### src/rtl/fsnb_pkg.sv
// Shared types and constants for the FAT short name builder.
// Used by the front, queue, back and top level modules; no dependencies.
package fsnb_pkg;

   // Name store and short name geometry
   localparam int STORE_DEPTH = 12;
   localparam int STORE_IDX_W = 4;
   localparam logic [3:0] STORE_LAST_IDX = 4'd11;
   localparam logic [3:0] SHORT_LAST_BYTE = 4'd10;
   localparam logic [3:0] EXT_POS = 4'd8;
   localparam logic [3:0] COUNT_MAX = 4'd15;
   localparam logic [3:0] BASE_MAX_LEN = 4'd11;
   localparam logic [3:0] DOTTED_MAX_LEN = 4'd12;
   localparam logic [3:0] DOT_MAX_IDX = 4'd8;

   // Queue between front and back
   localparam int QUEUE_DEPTH = 2;
   localparam int QPTR_W = 1;
   localparam int QCNT_W = 2;

   // Character codes
   localparam logic [15:0] CH_E5_ESC = 16'h0005;
   localparam logic [15:0] CH_CTRL_END = 16'h0020;
   localparam logic [15:0] CH_DOT = 16'h002E;
   localparam logic [15:0] CH_ASCII_TOP = 16'h007E;
   localparam logic [15:0] CH_SURR_LO = 16'hD800;
   localparam logic [15:0] CH_SURR_HI = 16'hDFFF;
   localparam logic [7:0] BYTE_SPACE = 8'h20;
   localparam logic [7:0] BYTE_LOWER_A = 8'h61;
   localparam logic [7:0] BYTE_LOWER_Z = 8'h7A;

   // Name classes
   localparam logic [1:0] CLASS_SHORT = 2'd0;
   localparam logic [1:0] CLASS_LONG = 2'd1;
   localparam logic [1:0] CLASS_INVALID = 2'd2;

   // One classified name handed from front to back
   typedef struct packed {
      logic [1:0] name_class;
      logic dot_seen;
      logic [3:0] dot_index;
      logic [3:0] char_count;
      logic [STORE_DEPTH-1:0][7:0] chars;
   } entry_type;

   // Map 'a'..'z' to upper case, leave everything else
   function automatic logic [7:0] upper_byte(input logic [7:0] c);
      logic [7:0] r;
      r = c;
      if (c >= BYTE_LOWER_A && c <= BYTE_LOWER_Z) begin
         r = c - 8'h20;
      end
      return r;
   endfunction

endpackage

### src/rtl/fsnb_front.sv
// Front end: accepts name characters, stores low bytes, classifies the name.
// Depends on fsnb_pkg; pushes one entry per name into fsnb_queue.
module fsnb_front (
   input  logic clock,
   input  logic reset,
   input  logic req_valid,
   input  logic req_stall,
   input  logic [15:0] req_name_char,
   input  logic req_last_char,
   output logic push,
   output fsnb_pkg::entry_type push_entry
);

   logic [fsnb_pkg::STORE_DEPTH-1:0][7:0] store_ff, store_in;
   logic [3:0] count_ff, count_in;
   logic [3:0] dot_idx_ff, dot_idx_in;
   logic dot_seen_ff, dot_seen_in;
   logic long_ff, long_in;
   logic invalid_ff, invalid_in;
   logic accept;
   logic is_invalid, is_long_ch, is_dot, too_long;

   assign accept = req_valid && !req_stall;

   // Classify the incoming character
   assign is_invalid = (req_name_char < fsnb_pkg::CH_CTRL_END &&
                        req_name_char != fsnb_pkg::CH_E5_ESC) ||
                       (req_name_char >= fsnb_pkg::CH_SURR_LO &&
                        req_name_char <= fsnb_pkg::CH_SURR_HI);
   assign is_long_ch = req_name_char > fsnb_pkg::CH_ASCII_TOP;
   assign is_dot = req_name_char == fsnb_pkg::CH_DOT;

   // Compute the name state including this character
   always_comb begin
      store_in = store_ff;
      if (count_ff <= fsnb_pkg::STORE_LAST_IDX) begin
         store_in[count_ff] = req_name_char[7:0];
      end
      count_in = (count_ff == fsnb_pkg::COUNT_MAX) ? count_ff : count_ff + 4'd1;
      dot_seen_in = dot_seen_ff || is_dot;
      dot_idx_in = is_dot ? count_ff : dot_idx_ff;
      invalid_in = invalid_ff || is_invalid;
      too_long = dot_seen_in ?
                 (dot_idx_in > fsnb_pkg::DOT_MAX_IDX || count_in > fsnb_pkg::DOTTED_MAX_LEN) :
                 (count_in > fsnb_pkg::BASE_MAX_LEN);
      long_in = long_ff || is_long_ch || (req_last_char && too_long);
   end

   // Build the entry on the final character
   assign push = accept && req_last_char;
   always_comb begin
      push_entry.name_class = invalid_in ? fsnb_pkg::CLASS_INVALID :
                              (long_in ? fsnb_pkg::CLASS_LONG : fsnb_pkg::CLASS_SHORT);
      push_entry.dot_seen = dot_seen_in;
      push_entry.dot_index = dot_idx_in;
      push_entry.char_count = count_in;
      push_entry.chars = store_in;
   end

   // Advance name state; clear it after the final character
   always_ff @(posedge clock) begin
      if (reset) begin
         count_ff <= '0;
         dot_idx_ff <= '0;
         dot_seen_ff <= 1'b0;
         long_ff <= 1'b0;
         invalid_ff <= 1'b0;
      end else if (accept) begin
         if (req_last_char) begin
            count_ff <= '0;
            dot_idx_ff <= '0;
            dot_seen_ff <= 1'b0;
            long_ff <= 1'b0;
            invalid_ff <= 1'b0;
         end else begin
            count_ff <= count_in;
            dot_idx_ff <= dot_idx_in;
            dot_seen_ff <= dot_seen_in;
            long_ff <= long_in;
            invalid_ff <= invalid_in;
         end
      end
   end

   // Hold character bytes
   always_ff @(posedge clock) begin
      if (accept) begin
         store_ff <= store_in;
      end
   end

endmodule

### src/rtl/fsnb_queue.sv
// Two-entry queue of classified names between front and back.
// Depends on fsnb_pkg for the entry type and depth.
module fsnb_queue (
   input  logic clock,
   input  logic reset,
   input  logic push,
   input  fsnb_pkg::entry_type push_entry,
   input  logic pop,
   output fsnb_pkg::entry_type pop_entry,
   output logic empty,
   output logic full
);

   fsnb_pkg::entry_type slots_ff [fsnb_pkg::QUEUE_DEPTH];
   logic [fsnb_pkg::QPTR_W-1:0] wr_ptr_ff, rd_ptr_ff;
   logic [fsnb_pkg::QCNT_W-1:0] count_ff;

   assign empty = count_ff == '0;
   assign full = count_ff == fsnb_pkg::QCNT_W'(fsnb_pkg::QUEUE_DEPTH);
   assign pop_entry = slots_ff[rd_ptr_ff];

   // Advance pointers and fill count
   always_ff @(posedge clock) begin
      if (reset) begin
         wr_ptr_ff <= '0;
         rd_ptr_ff <= '0;
         count_ff <= '0;
      end else begin
         if (push) begin
            wr_ptr_ff <= wr_ptr_ff + 1'b1;
         end
         if (pop) begin
            rd_ptr_ff <= rd_ptr_ff + 1'b1;
         end
         if (push && !pop) begin
            count_ff <= count_ff + 1'b1;
         end else if (pop && !push) begin
            count_ff <= count_ff - 1'b1;
         end
      end
   end

   // Write the entry
   always_ff @(posedge clock) begin
      if (push) begin
         slots_ff[wr_ptr_ff] <= push_entry;
      end
   end

   a_no_overflow: assert property (@(posedge clock) disable iff (reset)
      !(push && full && !pop))
      else $error("queue push while full");
   a_no_underflow: assert property (@(posedge clock) disable iff (reset)
      !(pop && empty))
      else $error("queue pop while empty");
   a_count_bound: assert property (@(posedge clock) disable iff (reset)
      count_ff <= fsnb_pkg::QCNT_W'(fsnb_pkg::QUEUE_DEPTH))
      else $error("queue count out of range");

endmodule

### src/rtl/fsnb_back.sv
// Back end: takes one name entry and emits its short name bytes with checksum.
// Depends on fsnb_pkg; pops entries from fsnb_queue.
module fsnb_back (
   input  logic clock,
   input  logic reset,
   input  logic q_empty,
   input  fsnb_pkg::entry_type q_entry,
   output logic pop,
   output logic rsp_valid,
   input  logic rsp_stall,
   output logic [1:0] rsp_name_class,
   output logic [3:0] rsp_byte_index,
   output logic [7:0] rsp_short_byte,
   output logic [7:0] rsp_checksum,
   output logic rsp_last_result
);

   typedef enum logic {ST_IDLE, ST_EMIT} state_type;

   state_type state_ff;
   fsnb_pkg::entry_type cur_ff;
   logic [3:0] k_ff;
   logic [7:0] sum_ff;
   logic rsp_valid_ff;
   logic [1:0] class_ff;
   logic [3:0] index_ff;
   logic [7:0] byte_ff;
   logic [7:0] csum_ff;
   logic last_ff;

   logic slot_free;
   logic [4:0] src_idx;
   logic use_space;
   logic [7:0] byte_in;
   logic [7:0] sum_in;

   assign slot_free = !rsp_valid_ff || !rsp_stall;
   assign pop = (state_ff == ST_IDLE) && !q_empty;

   // Select the source character for byte k
   always_comb begin
      use_space = 1'b0;
      src_idx = {1'b0, k_ff};
      if (cur_ff.dot_seen) begin
         if (k_ff < fsnb_pkg::EXT_POS) begin
            use_space = k_ff >= cur_ff.dot_index;
         end else begin
            src_idx = {1'b0, cur_ff.dot_index} + 5'd1 + {1'b0, k_ff - fsnb_pkg::EXT_POS};
         end
      end
      if (use_space || src_idx >= {1'b0, cur_ff.char_count} ||
          src_idx > {1'b0, fsnb_pkg::STORE_LAST_IDX}) begin
         byte_in = fsnb_pkg::BYTE_SPACE;
      end else begin
         byte_in = fsnb_pkg::upper_byte(cur_ff.chars[src_idx[fsnb_pkg::STORE_IDX_W-1:0]]);
      end
      sum_in = {sum_ff[0], sum_ff[7:1]} + byte_in;
   end

   // Sequence the entry and hold the output register
   always_ff @(posedge clock) begin
      if (reset) begin
         state_ff <= ST_IDLE;
         rsp_valid_ff <= 1'b0;
      end else begin
         case (state_ff)
            ST_IDLE: begin
               if (slot_free) begin
                  rsp_valid_ff <= 1'b0;
               end
               if (!q_empty) begin
                  cur_ff <= q_entry;
                  k_ff <= '0;
                  sum_ff <= '0;
                  state_ff <= ST_EMIT;
               end
            end
            ST_EMIT: begin
               if (slot_free) begin
                  rsp_valid_ff <= 1'b1;
                  class_ff <= cur_ff.name_class;
                  if (cur_ff.name_class != fsnb_pkg::CLASS_SHORT) begin
                     index_ff <= '0;
                     byte_ff <= fsnb_pkg::BYTE_SPACE;
                     csum_ff <= '0;
                     last_ff <= 1'b1;
                     state_ff <= ST_IDLE;
                  end else begin
                     index_ff <= k_ff;
                     byte_ff <= byte_in;
                     csum_ff <= sum_in;
                     sum_ff <= sum_in;
                     last_ff <= k_ff == fsnb_pkg::SHORT_LAST_BYTE;
                     k_ff <= k_ff + 4'd1;
                     if (k_ff == fsnb_pkg::SHORT_LAST_BYTE) begin
                        state_ff <= ST_IDLE;
                     end
                  end
               end
            end
            default: begin
               if (slot_free) begin
                  rsp_valid_ff <= 1'b0;
               end
               state_ff <= ST_IDLE;
            end
         endcase
      end
   end

   assign rsp_valid = rsp_valid_ff;
   assign rsp_name_class = class_ff;
   assign rsp_byte_index = index_ff;
   assign rsp_short_byte = byte_ff;
   assign rsp_checksum = csum_ff;
   assign rsp_last_result = last_ff;

   a_other_single: assert property (@(posedge clock) disable iff (reset)
      rsp_valid_ff && class_ff != fsnb_pkg::CLASS_SHORT |->
         last_ff && index_ff == '0 && byte_ff == fsnb_pkg::BYTE_SPACE)
      else $error("long or invalid name must give one result");
   a_last_at_end: assert property (@(posedge clock) disable iff (reset)
      rsp_valid_ff && class_ff == fsnb_pkg::CLASS_SHORT |->
         last_ff == (index_ff == fsnb_pkg::SHORT_LAST_BYTE))
      else $error("last flag not on final short name byte");
   a_emit_bound: assert property (@(posedge clock) disable iff (reset)
      state_ff == ST_EMIT |-> k_ff <= fsnb_pkg::SHORT_LAST_BYTE)
      else $error("byte counter ran past short name");

endmodule

### src/rtl/fat_short_name_builder.sv
// Builds a FAT 8.3 short name with LFN checksum from a stream of UCS-2
// characters. Each character transaction is taken while req_stall is low; a
// name ends with the transaction that carries req_last_char. A valid 8.3 name
// then gives eleven result transactions (uppercased bytes, extension at byte
// 8, running checksum), a long or invalid name gives one. The back end loads a
// name from the queue and then emits its results in turn, holding while
// rsp_stall is high; a two-name queue lets the next names load meanwhile, and
// req_stall rises only while that queue is full.
// Depends on fsnb_pkg, fsnb_front, fsnb_queue and fsnb_back.
module fat_short_name_builder (
   input  logic clock,
   input  logic reset,
   input  logic req_valid,
   output logic req_stall,
   input  logic [15:0] req_name_char,
   input  logic req_last_char,
   output logic rsp_valid,
   input  logic rsp_stall,
   output logic [1:0] rsp_name_class,
   output logic [3:0] rsp_byte_index,
   output logic [7:0] rsp_short_byte,
   output logic [7:0] rsp_checksum,
   output logic rsp_last_result
);

   logic push, pop, q_empty, q_full;
   fsnb_pkg::entry_type push_entry, pop_entry;

   // Stall characters while no queue slot is free
   assign req_stall = q_full;

   fsnb_front u_front (
      .clock(clock),
      .reset(reset),
      .req_valid(req_valid),
      .req_stall(req_stall),
      .req_name_char(req_name_char),
      .req_last_char(req_last_char),
      .push(push),
      .push_entry(push_entry)
   );

   fsnb_queue u_queue (
      .clock(clock),
      .reset(reset),
      .push(push),
      .push_entry(push_entry),
      .pop(pop),
      .pop_entry(pop_entry),
      .empty(q_empty),
      .full(q_full)
   );

   fsnb_back u_back (
      .clock(clock),
      .reset(reset),
      .q_empty(q_empty),
      .q_entry(pop_entry),
      .pop(pop),
      .rsp_valid(rsp_valid),
      .rsp_stall(rsp_stall),
      .rsp_name_class(rsp_name_class),
      .rsp_byte_index(rsp_byte_index),
      .rsp_short_byte(rsp_short_byte),
      .rsp_checksum(rsp_checksum),
      .rsp_last_result(rsp_last_result)
   );

endmodule

### config.mk
export PLATFORM = sky130hd
export DESIGN_NAME = fat_short_name_builder
export DESIGN_NICKNAME = d
export VERILOG_FILES = /design/src/rtl/fsnb_pkg.sv /design/src/rtl/fsnb_front.sv /design/src/rtl/fsnb_queue.sv /design/src/rtl/fsnb_back.sv /design/src/rtl/fat_short_name_builder.sv
export SDC_FILE = /design/constraint.sdc
export NUM_CORES = 1
export LEC_CHECK = 0
export BUFFER_PORTS_ARGS = -buffer_cell sky130_fd_sc_hd__buf_2
export CAP_MARGIN = 20
export CORE_ASPECT_RATIO = 0.8
export CORE_MARGIN = 1.5
export CORE_UTILIZATION = 55
export DETAILED_ROUTE_END_ITERATION = 12
export PLACE_DENSITY_LB_ADDON = 0.05
export SLEW_MARGIN = 10
export SYNTH_ARGS = -nofsm -noshare
export SYNTH_HDL_FRONTEND = slang
export SYNTH_SLANG_ARGS = --single-unit
### constraint.sdc
create_clock -name clock -period 19.4 [get_ports clock]
set_clock_uncertainty 0.15 [all_clocks]
set_input_delay 3.88 -clock clock [delete_from_list [all_inputs] [get_ports clock]]
set_output_delay 3.88 -clock clock [all_outputs]
set_load 0.1 [all_outputs]
-- Word level (Yosys, flattened, before mapping)
Memories as Yosys holds them, arrays and structs flattened. A register that Yosys moved wholly into a read port is not among the register bits.
Cells that the tools add are included.
- add/sub/neg operators: 11
- $mul: 0
- divide/modulo/power cells: 0
- magnitude comparators: 17
- equal/unequal tests: 9
- shifts and indexed selects: 0
- mux-type cells: 42
- bitwise gates (word level): 3
- reduce and logical (&&, ||, !) cells: 32
- operators by type and width (operator ; count):
    bitwise mux 96 bit ; 1
    two-way mux 96 bit ; 1
    two-way mux 8 bit ; 7
    binary-select mux 8 bit (select 4 bit) ; 1
    demux 8 bit (select 4 bit) ; 1
    two-way mux 4 bit ; 7
    equality test 16 x 6 -> 1 bit, second input constant ; 1
    greater-or-equal comparator 16 bit, second input constant ; 1
    greater-than comparator 16 x 7 -> 1 bit, second input constant ; 1
    <= comparator 16 bit, second input constant ; 1
    < comparator 16 x 6 -> 1 bit, second input constant ; 1
    inequality test 16 x 3 -> 1 bit, second input constant ; 1
    one-hot mux 8 bit (2 select lines) ; 1
    two-way mux 1 bit ; 15
    greater-than comparator 4 bit, second input constant ; 3
    logical AND 1 bit ; 10
    < comparator 4 x 5 -> 1 bit, second input constant ; 2
    two-way mux 5 bit ; 2
    logical OR 1 bit ; 9
    adder 4 x 1 -> 4 bit, second input constant ; 2
    adder 8 bit ; 1
    equality test 4 bit, second input constant ; 2
    greater-or-equal comparator 8 x 7 -> 1 bit, second input constant ; 1
    <= comparator 8 x 7 -> 1 bit, second input constant ; 1
    other kinds (26) ; 41
- register bits after elaboration: 148
- latch bits: 0
- RAM bits: 214
- bits in read-only memories: 0
- bits of input ports: 21
- output and inout bits: 25
- logic and storage cells: 144
- memories kept: 1
- memory list (name ; depth ; width ; rd ports ; clocked after memory_dff ; wr ports ; RTL line ; source):
    u_queue.slots_ff ; 2 ; 107 ; 1 ; 1 ; 1 ; fsnb_queue.sv:14 ; fsnb_pkg::entry_type slots_ff [fsnb_pkg::QUEUE_DEPTH];

-- Depth between registers and ports, before layout
- depth after elaboration: 14
- mapped depth: 25
- mapped depth without buffers: 22

-- Modules after synthesis
Synthesis repeated with hierarchy kept, for this count alone.
- cell total of the unflattened synthesis: 1081
- area, all modules: 19449.9 um^2
- modules (own cells, without submodules) (module ; instances ; cells each ; area an instance (um^2) ; seq. area each (um^2)):
    fsnb_queue ; 1 ; 355 ; 8040.2 ; 6526.3
    fsnb_back ; 1 ; 399 ; 6468.7 ; 4304.1
    fsnb_front ; 1 ; 327 ; 4941.0 ; 3103.0

-- Worst setup path after synthesis
Ideal clock, no wire load.
- path kind: input-to-reg
- start point: in req_valid
- end point: mem u_queue.slots_ff[0][0] (netlist bit) (enable)
- library setup time: 0.574 ns
- data arrival time: 10.933 ns
- required time: 18.676 ns
- path slack: 7.744 ns
- cell stages on the path: 4
- buffers on the path: 0
- cell sequence: nand2_1 -> inv_1 -> nand2_1 -> nor2_1
- longest elaborated chain between the ends: 4
- ends and longest elaborated chain (element ; RTL line ; source):
    from (decl) ; fat_short_name_builder.sv:13 ; input logic req_valid,
    logical AND 1 bit ; fsnb_front.sv:23 ; assign accept = req_valid && !req_stall;
    net u_front.accept ; fsnb_front.sv:20 ; logic accept;
    logical AND 1 bit ; fsnb_front.sv:50 ; assign push = accept && req_last_char;
    two-way mux 1 bit ; fsnb_queue.sv:45 ; if (push) begin
    two-way mux 1 bit (implied by the code) ; fsnb_queue.sv:46 ; slots_ff[wr_ptr_ff] <= push_entry;
    to (decl) ; fsnb_queue.sv:14 ;
The timed path passes the listed nets, and every way through them passes these cells.

-- Final worst setup path
- start point: reg u_back.k_ff[0]
- end point: reg u_back.csum_ff[7], in the netlist u_back.rsp_checksum[7], data pin
- longest elaborated chain between the ends: 11
- elaborated cells on any way between the ends: 21
- those cells by class: add/sub: 4; order compare: 6; mux: 8; reduce/logical: 3
- ends and longest elaborated chain (element ; RTL line ; source):
    from (decl) ; fsnb_back.sv:22 ; logic [3:0] k_ff;
    from (signal assigned) ; fsnb_back.sv:94 ; k_ff <= k_ff + 4'd1;
    subtractor 4 bit ; fsnb_back.sv:48 ; src_idx = {1'b0, cur_ff.dot_index} + 5'd1 + {1'b0, k_ff - fsnb_pkg::EXT_POS};
    adder 5 x 4 -> 5 bit ; fsnb_back.sv:48 ;
    two-way mux 5 bit ; fsnb_back.sv:45 ; if (k_ff < fsnb_pkg::EXT_POS) begin
    two-way mux 5 bit ; fsnb_back.sv:44 ; if (cur_ff.dot_seen) begin
    binary-select mux 8 bit (select 4 bit) ; fsnb_back.sv:55 ; byte_in = fsnb_pkg::upper_byte(cur_ff.chars[src_idx[fsnb_pkg::STORE_IDX_W-1:0]]);
    two-way mux 8 bit (implied by the code) ; fsnb_back.sv:55 ;
    greater-or-equal comparator 8 x 7 -> 1 bit / <= comparator 8 x 7 -> 1 bit (equally long branches) ; fsnb_pkg.sv:50 ; if (c >= BYTE_LOWER_A && c <= BYTE_LOWER_Z) begin
    logical AND 1 bit ; fsnb_pkg.sv:50 ;
    two-way mux 8 bit ; fsnb_pkg.sv:50 ;
    two-way mux 8 bit (*) ; fsnb_back.sv:51 ; if (use_space || src_idx >= {1'b0, cur_ff.char_count} ||
    net u_back.byte_in[1] ; fsnb_back.sv:34 ; logic [7:0] byte_in;
    adder 8 bit (*) ; fsnb_back.sv:57 ; sum_in = {sum_ff[0], sum_ff[7:1]} + byte_in;
    to (signal assigned) ; fsnb_back.sv:91 ; csum_ff <= sum_in;
    to (decl) ; fsnb_back.sv:28 ; logic [7:0] csum_ff;
Mark *: on every way through the listed nets, which the timed path passes. The rest lies on a longest branch. The select of a mux whose other input is x is not followed.
A chain may end at the register's enable or synchronous reset.

==> metrics.csv <==
stage,metric,value,unit
run_status,status,"complete, no violations",
setup_path,Startpoint Class,register,
routing,Post-route DRC,0,
global_routing,vias in the first global route,9371,
setup_path,worst setup path class,register to register,
global_routing,global-route wire length before repair,57900,um
setup_path,worst reg-to-reg setup slack,12.05,ns
yosys,Synth area leaders,"edfxtp_1, mux2_2, dfxtp_1",
yosys,post-synth top area share,71.3,%
yosys,Synth Instances,1090,
pwr,Max rail drop VDD,74.4,uV
routing,WL per Instance,23.2,um
clocking,CTS max path bufs,3,
pwr,Pwr Density,140,nW/um^2
routing,initial DRC count,761,
routing,drt total wl,38200,um
die,Ports,46,
timing,period utilisation layout,37.9,%
yosys,synth warn,0,
cells_and_area,Area growth syn-to-layout,11.2,%
yosys,Seq cells post-synth,469,
global_routing,initial antenna violation count,1,
setup_path,CP required,19.52,ns
flow_run,maxcap violations,0,
routing,DR vias/cell,5.84,
global_routing,largest net degree at the start of global routing,61,
routing,Routed Antenna Nets,0,
die,Core Area,33900,um^2
cells_and_area,share of layout cells above drive strength 1,30.5,%
setup_path,CP Capture Type,register,
placement,Port Buffers,45,
timing,Setup TNS,0,ns
timing,Final Hold Viols,0,
clocking,CTS Sinks,469,
pwr,Lkg Pwr,7.17,nW
yosys,"Seq/Total Area, Yosys",73.1,%
routing,total iterations of the first detailed-routing run,7,
yosys,Mapped Area,19000,um^2
clocking,CTS tree,done,
setup_path,arrival time at the worst endpoint,7.47,ns
clocking,Post-CTS Hold Buffers,0,
clocking,TritonCTS Buffers,45,
cells_and_area,# fillers,2449,
timing,# setup viols final,0,
clocking,H-tree depth,2,
die,chip width,211,um
timing,Max Clock Freq,136,MHz
die,Cell Rows,60,
yosys,number of synthesized flops with an enable pin,452,
global_routing,gr ovfl total,0,
cells_and_area,Finished Layout Cells,1644,
clocking,clk_lat worst skew,0.56,ns
setup_path,CP Max Fanout,19,
yosys,Syn Area/Cell,17.5,um^2
die,Initial Utilization,56.2,%
yosys,leading area contributor after synthesis,edfxtp_1,
clocking,CTS resizes,0,
global_routing,All-Layer GR Usage,21.9,%
die,Total Die Area,35700,um^2
hold_path,HP Class,register to register,
yosys,ys flop type,edfxtp_1,
clocking,"CTS clk-pin slew, worst paths",0.06,ns
placement,Final Wtd Congestion,0.798,
cells_and_area,final net count,1194,
timing,"Slew Viols, Final",0,
yosys,Post-synth ARST share,0,%
clocking,# Post-CTS Setup Buffers,0,
yosys,"Net Count, Synth",1140,
timing,min Tclk post-route,7.35,ns
timing,Slew Limit Headroom,26.0,%
placement,dpl cells,1562,
routing,detailed-route via count,9597,
timing,RSZ-0062 raised after global routing,no,
clocking,Clk Tree Root Cell,clkbuf_16,
die,die height,169,um
placement,DP Wirelength,22400,um
cells_and_area,Finished Core Util,62.5,%
yosys,Yosys cell types,66,
timing,worst slew pin tran,1.10,ns
final cells by class:
class                           count  area [um^2]  area share, %
Inverter                           23         88.8          0.420
Sequential cell                   469        13900           65.8
Timing Repair Buffer               56          308           1.45
Antenna cell                        1         2.50         0.0118
Tap cell                          465          582           2.75
Clock buffer                       57         1180           5.58
Clock inverter                     24          218           1.03
Multi-Input combinational cell    549         4860           23.0
per-layer routing:
layer | vias up | part of all wire, % | global-route usage (%)
li1 | 4364 | - | -
met1 | 4916 | 46 | 32.0
met2 | 255 | 47 | 34.3
met3 | 62 | 5.3 | 4.03
met4 | 0 | 1.8 | 6.09
met5 | - | 0 | 0
power by group:
part | leakage [nW] | total, mW | internal [mW] | switching, mW
Combinational | 2.15 | 0.709 | 0.263 | 0.446
Clock | 0.684 | 0.847 | 0.484 | 0.363
Sequential | 4.34 | 1.40 | 1.33 | 0.0656
Total | 7.17 | 2.96 | 2.08 | 0.875
worst max-delay path: stages, from the launching register on:
cell,delay (ns)
edfxtp_1,0.47
inv_1,0.27
ha_1,0.24
fa_1,0.50
nand3_1,0.45
nand2_1,0.50
inv_1,0.56
buf_4,0.41
ha_1,0.29
a21oi_1,0.13
nor2b_1,0.05
o21ai_0,0.13
and4b_1,0.57
and2_1,0.27
ha_1,0.25
a21o_1,0.16
a21oi_1,0.20
o21bai_1,0.09
a21oi_1,0.22
o21ai_0,0.14
xor2_1,0.54
nor3_1,0.09
a311oi_1,0.23
o311ai_1,0.13
kinds of logic (layout without fill, tap and decap cells):
| group | Yosys count | in the layout | synth area share [%] |
|---|---|---|---|
| buffers and inverters | 72 | 160 | 1.49 |
| adders and majority gates | 29 | 29 | 1.99 |
| DFF | 469 | 469 | 73.1 |
| and+or+nand+nor | 175 | 175 | 4.59 |
| other | 0 | 1 | 0 |
| AOI/OAI and AO/OA | 102 | 102 | 3.81 |
| muxes | 229 | 229 | 14.3 |
| xor gates and xnor gates | 14 | 14 | 0.645 |
sequential cells by signal, indices dropped and copies added (netlist names):
register,cells
u_front.store_ff,96
u_front.dot_idx_ff,4
u_back.sum_ff,8
u_back.rsp_byte_index,4
u_back.rsp_valid,1
u_front.invalid_ff,1
u_queue.rd_ptr_ff,1
u_back.rsp_name_class,2
u_queue.wr_ptr_ff,1
u_back.rsp_checksum,8
u_front.long_ff,1
u_back.rsp_short_byte,8
u_queue.count_ff,2
u_queue.slots_ff,214
u_back.k_ff,4
u_front.count_ff,4
u_back.cur_ff,107
u_front.dot_seen_ff,1
u_back.rsp_last_result,1
u_back.state_ff,1
Yosys cell counts (3+ instances only):
master,instances
o311ai_1,3
a31o_2,4
and4b_1,4
mux4_2,13
a31oi_1,3
nor2b_1,3
o21ai_0,13
clkbuf_1,41
mux2i_1,6
a21oi_1,19
and3_1,14
buf_2,5
inv_1,22
nand2_1,40
o21a_1,4
ha_1,27
a21o_1,7
xor2_1,7
xnor2_1,7
a211oi_1,8
nor3_1,9
o31ai_1,5
nor2_1,48
dfxtp_1,17
edfxtp_1,452
o21bai_1,3
nand2b_1,4
mux2_2,209
nand3_1,21
a22oi_1,10
or2_2,3
and2_1,14
worst paths after layout:
path	from	to	cells past startpoint
setup / recovery	u_back.k_ff[0]$_SDFFCE_PN0P_	u_back.rsp_checksum[7]$_SDFFCE_PN0P_	23
hold / removal	u_queue.count_ff[1]$_SDFFE_PP0P_	u_queue.count_ff[1]$_SDFFE_PP0P_	2
setup reg to reg	u_back.k_ff[0]$_SDFFCE_PN0P_	u_back.rsp_checksum[7]$_SDFFCE_PN0P_	23
hold reg to reg	u_queue.count_ff[1]$_SDFFE_PP0P_	u_queue.count_ff[1]$_SDFFE_PP0P_	2
cell usage in the layout (no fill, tap or decap), types with 10 or more instances in the layout:
master / instances
edfxtp_1: 452
mux2_2: 209
nor2_1: 46
clkbuf_16: 45
buf_2: 45
nand2_1: 40
ha_1: 27
inv_1: 21
nand3_1: 21
a21oi_1: 18
dfxtp_1: 16
and2_1: 14
o21ai_0: 13
mux4_2: 13
and3_1: 13
clkbuf_1: 11
buf_4: 11
a22oi_1: 10
clkinv_1: 10
per-stage QoR:
stage / cell area [um^2] / worst slack [ns] / total power, mW / hold slack (ns)
6_report: 21200 / 12.05 / 2.96 / 0.359
5_1_grt: 21200 / 11.35 / 3.09 / 0.398
4_1_cts: 21200 / 12.03 / 2.98 / 0.359
3_5_place_dp: 19800 / 11.86 / 2.13 / 0.349
3_3_place_gp: 19800 / 11.93 / 2.12 / 0.332
2_1_floorplan: 19000 / 7.74 / 1.95 / 0.292
Note: power is estimated with default switching activity, not from simulation.
